===== src/hw/rtl/skf_pkg.sv =====
package skf_pkg;

    localparam int DATA_W   = 32;
    localparam int GAIN_W   = 17;
    localparam int FRAC_W   = 16;
    localparam int STEP_W   = 3;
    localparam int UC_DEPTH = 8;
    localparam int CNT_W    = 4;
    localparam int CFG_IDX_W = 2;

    localparam logic [GAIN_W-1:0] ONE_Q16 = GAIN_W'(1) << FRAC_W;

    typedef logic [STEP_W-1:0] step_t;

    // datapath operations
    localparam logic [2:0] OP_NOP  = 3'd0;
    localparam logic [2:0] OP_LOAD = 3'd1;  // take a word, form P+R and innovation
    localparam logic [2:0] OP_DIV0 = 3'd2;  // first quotient bit, no shift
    localparam logic [2:0] OP_DIVS = 3'd3;  // shift, compare, subtract
    localparam logic [2:0] OP_FIX  = 3'd4;  // zero the gain on a zero denominator
    localparam logic [2:0] OP_MULP = 3'd5;  // (1 - K) * P
    localparam logic [2:0] OP_MULI = 3'd6;  // write P, K * innovation
    localparam logic [2:0] OP_EST  = 3'd7;  // new estimate into the output register

    // jump conditions: jump to target when true, else advance
    localparam logic [2:0] JC_NEXT     = 3'd0;
    localparam logic [2:0] JC_IN_WAIT  = 3'd1;
    localparam logic [2:0] JC_LOOP     = 3'd2;
    localparam logic [2:0] JC_OUT_WAIT = 3'd3;
    localparam logic [2:0] JC_ALWAYS   = 3'd4;

    localparam step_t STEP_IDLE = 3'd0;
    localparam step_t STEP_DIV0 = 3'd1;
    localparam step_t STEP_DIVS = 3'd2;
    localparam step_t STEP_FIX  = 3'd3;
    localparam step_t STEP_MULP = 3'd4;
    localparam step_t STEP_MULI = 3'd5;
    localparam step_t STEP_EST  = 3'd6;
    localparam step_t STEP_RET  = 3'd7;

    localparam int CFG_START_ESTIMATE = 0;
    localparam int CFG_NOISE_VARIANCE = 1;
    localparam int CFG_START_ERROR    = 2;

    typedef struct packed {
        logic [2:0] op;
        logic [2:0] jc;
        step_t      target;
    } ucode_word_t;

    localparam ucode_word_t UCODE_ROM [UC_DEPTH] = '{
        '{OP_LOAD, JC_IN_WAIT,  STEP_IDLE},
        '{OP_DIV0, JC_NEXT,     STEP_IDLE},
        '{OP_DIVS, JC_LOOP,     STEP_DIVS},
        '{OP_FIX,  JC_NEXT,     STEP_IDLE},
        '{OP_MULP, JC_NEXT,     STEP_IDLE},
        '{OP_MULI, JC_NEXT,     STEP_IDLE},
        '{OP_EST,  JC_OUT_WAIT, STEP_EST},
        '{OP_NOP,  JC_ALWAYS,   STEP_IDLE}
    };

endpackage


===== src/hw/rtl/scalar_kalman_filter_core.sv =====
// Scalar Kalman filter in Q16.16 fixed point. Each input word carries one
// signed measurement z; the core keeps an estimate x and an error variance P
// and per word computes K = P/(P+R) in Q1.16 (0 when P+R is zero), then
// P = (1-K)*P and x = x + K*(z-x), all scalings by 1/65536 rounding toward
// minus infinity, and returns the new x (saturated) with the gain K. A short
// microprogram of eight control words sequences a restoring divider and one
// shared 18x34 multiplier. Each word passes an accept step, 17 divider
// steps, the gain fix, two multiplies, the estimate update and a return
// step before the next word can be accepted. A finished result
// sits in an output register, so the next word is taken while it waits;
// the core holds in its last update step only if the previous result is
// still not taken. Writing start_estimate loads x, writing start_error loads
// P, noise_variance sets R; write the configuration only while idle.
module scalar_kalman_filter_core
    import skf_pkg::*;
(
    input  logic                  aclk,
    input  logic                  aresetn,
    input  logic                  cfg_we,
    input  logic [CFG_IDX_W-1:0]  cfg_index,
    input  logic [DATA_W-1:0]     cfg_wdata,
    input  logic                  s_tvalid,
    output logic                  s_tready,
    input  logic [31:0]           s_tdata,   // [31:0] measurement
    output logic                  m_tvalid,
    input  logic                  m_tready,
    output logic [55:0]           m_tdata    // [31:0] filtered, [48:32] gain_used
);

    localparam int SUM_W  = DATA_W + 1;        // P + R
    localparam int REM_W  = DATA_W + 2;        // shifted partial remainder
    localparam int MULB_W = DATA_W + 2;
    localparam int PROD_W = GAIN_W + MULB_W;   // signed product of 18 x 34
    localparam int EST_W  = DATA_W + 4;

    // sequencer
    step_t             step_reg, step_next;
    logic [CNT_W-1:0]  cnt_reg, cnt_next;
    ucode_word_t       uc;
    logic              jump;

    // filter state and datapath
    logic signed [DATA_W-1:0] est_reg, est_next;
    logic [DATA_W-1:0]        perr_reg, perr_next;
    logic [DATA_W-1:0]        noise_reg, noise_next;
    logic [SUM_W-1:0]         sum_reg, sum_next;
    logic [REM_W-1:0]         rem_reg, rem_next;
    logic [GAIN_W-1:0]        gain_reg, gain_next;
    logic signed [SUM_W-1:0]  innov_reg, innov_next;
    logic signed [PROD_W-1:0] prod_reg, prod_next;

    // output register
    logic                     m_valid_reg, m_valid_next;
    logic signed [DATA_W-1:0] filt_reg, filt_next;
    logic [GAIN_W-1:0]        gout_reg, gout_next;

    logic in_accept, out_free;
    logic [REM_W-1:0] trial;
    logic             ge;
    logic [GAIN_W-1:0]        mul_a;
    logic signed [MULB_W-1:0] mul_b;
    logic signed [EST_W-1:0]  est_wide;

    assign uc        = UCODE_ROM[step_reg];
    assign s_tready  = (uc.op == OP_LOAD);
    assign in_accept = s_tvalid && s_tready;
    assign out_free  = !m_valid_reg || m_tready;

    assign m_tvalid = m_valid_reg;
    assign m_tdata  = {7'd0, gout_reg, filt_reg};

    // divider: one quotient bit per step
    assign trial = (uc.op == OP_DIVS) ? {rem_reg[REM_W-2:0], 1'b0} : rem_reg;
    assign ge    = (trial >= {1'b0, sum_reg});

    // shared multiplier operands
    always_comb begin
        if (uc.op == OP_MULP) begin
            mul_a = ONE_Q16 - gain_reg;
            mul_b = $signed({2'b00, perr_reg});
        end else begin
            mul_a = gain_reg;
            mul_b = MULB_W'(innov_reg);
        end
    end

    // x + floor(K * innov / 65536)
    assign est_wide = EST_W'(est_reg) + EST_W'(prod_reg >>> FRAC_W);

    // step sequencing
    always_comb begin
        case (uc.jc)
            JC_NEXT:     jump = 1'b0;
            JC_IN_WAIT:  jump = !in_accept;
            JC_LOOP:     jump = (cnt_reg != '0);
            JC_OUT_WAIT: jump = !out_free;
            JC_ALWAYS:   jump = 1'b1;
            default:     jump = 1'b0;
        endcase
        step_next = jump ? uc.target : step_reg + step_t'(1);
    end

    // datapath
    always_comb begin
        cnt_next     = cnt_reg;
        est_next     = est_reg;
        perr_next    = perr_reg;
        noise_next   = noise_reg;
        sum_next     = sum_reg;
        rem_next     = rem_reg;
        gain_next    = gain_reg;
        innov_next   = innov_reg;
        prod_next    = $signed({1'b0, mul_a}) * mul_b;
        m_valid_next = m_valid_reg;
        filt_next    = filt_reg;
        gout_next    = gout_reg;

        // retire a taken result
        if (m_valid_reg && m_tready) begin
            m_valid_next = 1'b0;
        end

        case (uc.op)
            OP_LOAD: begin
                if (in_accept) begin
                    sum_next   = {1'b0, perr_reg} + {1'b0, noise_reg};
                    rem_next   = REM_W'(perr_reg);
                    innov_next = SUM_W'($signed(s_tdata)) - SUM_W'(est_reg);
                    cnt_next   = '1;
                end
            end
            OP_DIV0, OP_DIVS: begin
                rem_next  = ge ? trial - REM_W'(sum_reg) : trial;
                gain_next = {gain_reg[GAIN_W-2:0], ge};
                if (uc.op == OP_DIVS) begin
                    cnt_next = cnt_reg - CNT_W'(1);
                end
            end
            OP_FIX: begin
                // zero denominator: gain of zero, P and x stay
                if (sum_reg == '0) begin
                    gain_next = '0;
                end
            end
            OP_MULI: begin
                perr_next = prod_reg[FRAC_W +: DATA_W];
            end
            OP_EST: begin
                if (out_free) begin
                    if (est_wide > EST_W'(32'sh7FFF_FFFF)) begin
                        est_next = 32'sh7FFF_FFFF;
                    end else if (est_wide < -EST_W'(32'sh7FFF_FFFF) - EST_W'(1)) begin
                        est_next = 32'sh8000_0000;
                    end else begin
                        est_next = est_wide[DATA_W-1:0];
                    end
                    filt_next    = est_next;
                    gout_next    = gain_reg;
                    m_valid_next = 1'b1;
                end
            end
            default: begin
            end
        endcase

        // configuration; the user writes it only while idle, the core does not enforce this
        if (cfg_we) begin
            case (int'(cfg_index))
                CFG_START_ESTIMATE: est_next   = $signed(cfg_wdata);
                CFG_NOISE_VARIANCE: noise_next = cfg_wdata;
                CFG_START_ERROR:    perr_next  = cfg_wdata;
                default: begin
                end
            endcase
        end
    end

    always_ff @(posedge aclk) begin
        if (!aresetn) begin
            step_reg    <= STEP_IDLE;
            cnt_reg     <= '0;
            m_valid_reg <= 1'b0;
            est_reg     <= '0;
            noise_reg   <= DATA_W'(6554);
            perr_reg    <= DATA_W'(65536);
        end else begin
            step_reg    <= step_next;
            cnt_reg     <= cnt_next;
            m_valid_reg <= m_valid_next;
            est_reg     <= est_next;
            noise_reg   <= noise_next;
            perr_reg    <= perr_next;
        end
    end

    // payload, no reset needed
    always_ff @(posedge aclk) begin
        sum_reg   <= sum_next;
        rem_reg   <= rem_next;
        gain_reg  <= gain_next;
        innov_reg <= innov_next;
        prod_reg  <= prod_next;
        filt_reg  <= filt_next;
        gout_reg  <= gout_next;
    end

    // an accepted word starts the divider next cycle
    a_accept_starts_div: assert property (@(posedge aclk) disable iff (!aresetn)
        (s_tvalid && s_tready) |=> (step_reg == STEP_DIV0))
        else $error("accepted word did not start the divider");

    // a zero denominator always yields a zero gain
    a_zero_sum_gain: assert property (@(posedge aclk) disable iff (!aresetn)
        (step_reg == STEP_FIX && sum_reg == '0) |=> (gain_reg == '0))
        else $error("zero denominator gave a nonzero gain");

    // the reported gain never exceeds one
    a_gain_bound: assert property (@(posedge aclk) disable iff (!aresetn)
        m_tvalid |-> (m_tdata[48:32] <= ONE_Q16))
        else $error("gain above 1.0 on output");

    // the output register is never overwritten while a result waits
    a_no_overwrite: assert property (@(posedge aclk) disable iff (!aresetn)
        (m_tvalid && !m_tready && step_reg == STEP_EST) |=> (step_reg == STEP_EST))
        else $error("estimate update left while output blocked");

endmodule


===== config.mk =====
export PLATFORM = sky130hd
export DESIGN_NAME = scalar_kalman_filter_core
export DESIGN_NICKNAME = d
export VERILOG_FILES = /design/src/hw/rtl/skf_pkg.sv /design/src/hw/rtl/scalar_kalman_filter_core.sv
export SDC_FILE = /design/constraint.sdc
export NUM_CORES = 2
export LEC_CHECK = 0
export BUFFER_PORTS_ARGS = -buffer_cell sky130_fd_sc_hd__buf_2
export CORE_MARGIN = 1.5
export CORE_UTILIZATION = 65
export CTS_CLUSTER_DIAMETER = 40
export DETAILED_ROUTE_END_ITERATION = 6
export MAX_ROUTING_LAYER = met4
export PLACE_DENSITY_LB_ADDON = 0.25
export SYNTH_ARGS = -nofsm -noshare
export SYNTH_HDL_FRONTEND = slang
export SYNTH_SLANG_ARGS = --single-unit
export TNS_END_PERCENT = 30

===== constraint.sdc =====
create_clock -name aclk -period 10.25 [get_ports aclk]
set_input_delay 1.5375 -clock aclk [delete_from_list [all_inputs] [get_ports aclk]]
set_output_delay 1.5375 -clock aclk [all_outputs]
set_load 0.005 [all_outputs]

==> reports/metrics.csv <==
stage;metric;value;unit
hold_path;holdPathEnd;noise_reg[2];
setup_path;r2r-start;step_reg[1];
floorplanning;design.die.area;60020;um^2
timing;fin_setup_tns;0;ps
yosys;synth_area_per_cell;8.816;um^2
hold_path;min-delay-start;noise_reg[2];
global_route;grt_max_degree;105;
yosys;synth_cells;4317;
timing;finalCritPeriodShare;91.36;%
global_route;grtUsageTotal;39.84;%
yosys;synth-xor-area-share;4.004;%
cells_and_area;final_cell_mix;738 x nand2_1, 736 x inv_1, 538 x fa_1;
cells_and_area;drive_above_1_share;7.767;%
setup_path;cp-end-kind;flip-flop;
clock_tree;post_cts_resize_count;0;
drt;detail_route.wl_per_cell;21.96;um
global_route;grt_pass1_vias;31150;
floorplanning;dieHeight;245.0;um
yosys;seq_area_frac_synth;20.41;%
drt;drt_pass1_iterations;6;
hold_path;hold_path_class;reg -> reg;
yosys;synth-warning-count;0;
cells_and_area;antenna_cells;0;
floorplanning;die_w;245.0;um
setup_path;r2r-end;prod_reg[44];
yosys;synth_flop_cell;edfxtp_1;
yosys;synth_edf_count;166;
yosys;synth_compound_area_share;11.77;%
cells_and_area;multi_input_comb_area;26950;um^2
timing;slew_violations;0;
setup_path;worstSetupStartpointType;flip-flop;
setup_path;crit_type;reg -> reg;
yosys;synthAdderAreaFrac;36.81;%
clock_tree;clk_pin_slew;60;ps
setup_path;critPathMaxFanout;18;
floorplanning;rows;88;
timing;worst_pin_slew;1381;ps
clock_tree;clkSinkCount;305;
timing;period_minus_slack;9364;ps
outcome;run_status;completed;
drt;dr.first_iter.drc_count;3056;
clock_tree;htreeDepth;2;
setup_path;critPathArrivalTime;9850;ps
hold_path;holdPathStages;2;
yosys;synth-async-reset-ratio;0;%
clock_tree;clk_latency;610;ps
cells_and_area;seqCellArea;7767;um^2
yosys;yosysUniqueCellTypes;80;
clock_tree;cts.path.max_buffers;3;
global_route;grt_overflow;0;
yosys;synth_area;38060;um^2
timing;fmax;106.8;MHz
cells_and_area;final_common_cell;nand2_1;
global_route;antenna_found_initial;2;
timing;hold_viol;0;
setup_path;ff2ff_path_depth;26;
timing;skew;22.51;ps
drt;wl;113.5;mm
yosys;synthMuxAreaShare;2.630;%
yosys;synth-seq-cells;305;
global_route;grt_first_pass_wirelength;175.8;mm
timing;slew_headroom;7.510;%
floorplanning;ios;129;
job;cap_viol_max_count;0;
yosys;synth_top_family_by_area;adder cells;
clock_tree;root_buffer;clkbuf_16;
drt;vias_per_cell;6.030;
yosys;yosys.area_share.simple;15.08;%
setup_path;cp_data_required_time;10740;ps
cells_and_area;syn2layout_area_growth;8.330;%
setup_path;timing.critical_path.from;step_reg[1];
clock_tree;cts_buffers;51;
placed_design;portBuffers;121;
timing;rsz0062_at_grt;false;
clock_tree;hold_buffers;0;
drt;num_vias;31160;
drt;postRouteAntennaNets;0;
floorplanning;start_util;65.84;%
clock_tree;cts_setup_buffers;0;
setup_path;rrSetupSlack;890;ps
cells_and_area;largest_reg_flops;35;
placed_design;gp_congestion;1.006;
cells_and_area;nNetsFinal;5228;
floorplanning;coreArea;57810;um^2
clock_tree;cts_tree;built;
drt;drc_errors;0;
cells_and_area;fillers;4569;
placed_design;dp_hpwl;89.98;mm
timing;final-setup-viol-count;0;
[worst max-delay path, stage by stage, from the launching register on]
cell,delay (ps)
dfxtp_1,440
ha_1,250
o21a_1,270
and2_2,420
o31ai_1,220
xnor2_2,1080
nand2_1,200
fa_1,560
fa_1,510
fa_1,510
inv_1,50
fa_1,490
fa_1,500
inv_1,50
fa_1,470
inv_1,40
ha_1,360
nand2_1,90
a2111oi_0,400
a211oi_1,130
o21ai_0,320
a41oi_1,520
o21bai_1,540
a211oi_1,220
a31oi_1,290
a21oi_1,140
xnor2_1,150
[per-layer routing]
layer,global-route usage (%),part of all wire (%)
met1,50.05,38
met2,59.63,45
met3,8.244,10
met4,24.00,7.3
met5,-,0
[kinds of logic after synthesis]
kind of cell	after synthesis
adder cells (fa/ha/maj)	797
multiplexers	96
buffers and inverters	922
other	1
AND/OR/NAND/NOR	1343
XOR/XNOR	174
AO/OA/AOI/OAI	679
flip-flops	305
[synth_stat cells (all sizes together) (14+ instances only)]
cell type | number | share of area, %
nand2 | 739 | 7.3
inv | 737 | 7.3
fa | 538 | 28
nor2 | 282 | 2.8
ha | 259 | 8.5
o21ai | 185 | 2.4
a21oi | 167 | 2.2
edfxtp | 166 | 13
clkbuf | 144 | 1.4
dfxtp | 139 | 7.3
nand3 | 117 | 1.6
xnor2 | 115 | 2.6
a21o | 67 | 1.3
mux2i | 64 | 1.7
xor2 | 59 | 1.4
buf | 41 | 0.59
nor2b | 37 | 0.61
o211a | 35 | 0.92
a21boi | 33 | 0.65
mux2 | 32 | 0.95
and3 | 29 | 0.48
a31oi | 25 | 0.41
nand2b | 24 | 0.39
o21bai | 23 | 0.45
a211oi | 22 | 0.45
nor3 | 22 | 0.29
and2 | 21 | 0.35
nand4 | 21 | 0.36
a221oi | 17 | 0.52
o21a | 16 | 0.32
o211ai | 14 | 0.28
[cell type report]
type	instances	share of cell area [%]
sequential	305	18.84
clock buffer	60	3.408
clock inverter	36	1.020
inverter	737	6.710
timing repair buffer	169	2.343
tap	765	2.321
multi-input combinational	3096	65.36
[per-stage QoR]
stage          hold WS, ps  area [um^2]  std cells  setup slack (ps)  utilization, %
2_1_floorplan        424.4        38080       4323              2169               -
3_3_place_gp         453.1        39410       5072              1298           68.17
3_5_place_dp         464.5        39410       5072              1144           68.17
4_1_cts              471.0        41230       5168              1075           71.33
5_1_grt              496.2        41230       5168             339.0           71.33
6_report             467.2        41230       5168             886.0           71.33
[worst max path at each step]
stage | endpoint | slack [ps] | cells past startpoint
final | prod_reg[44] | 890 | 26
after global routing | prod_reg[44] | 340 | 26
after CTS | prod_reg[44] | 1070 | 26
after detailed placement | prod_reg[44] | 1140 | 26
after global placement | prod_reg[44] | 1300 | 26
after floorplan | prod_reg[50] | 2170 | 27
Power is not shown: default switching activity piles up to over one toggle a cycle in this logic, so the estimate is an artifact.
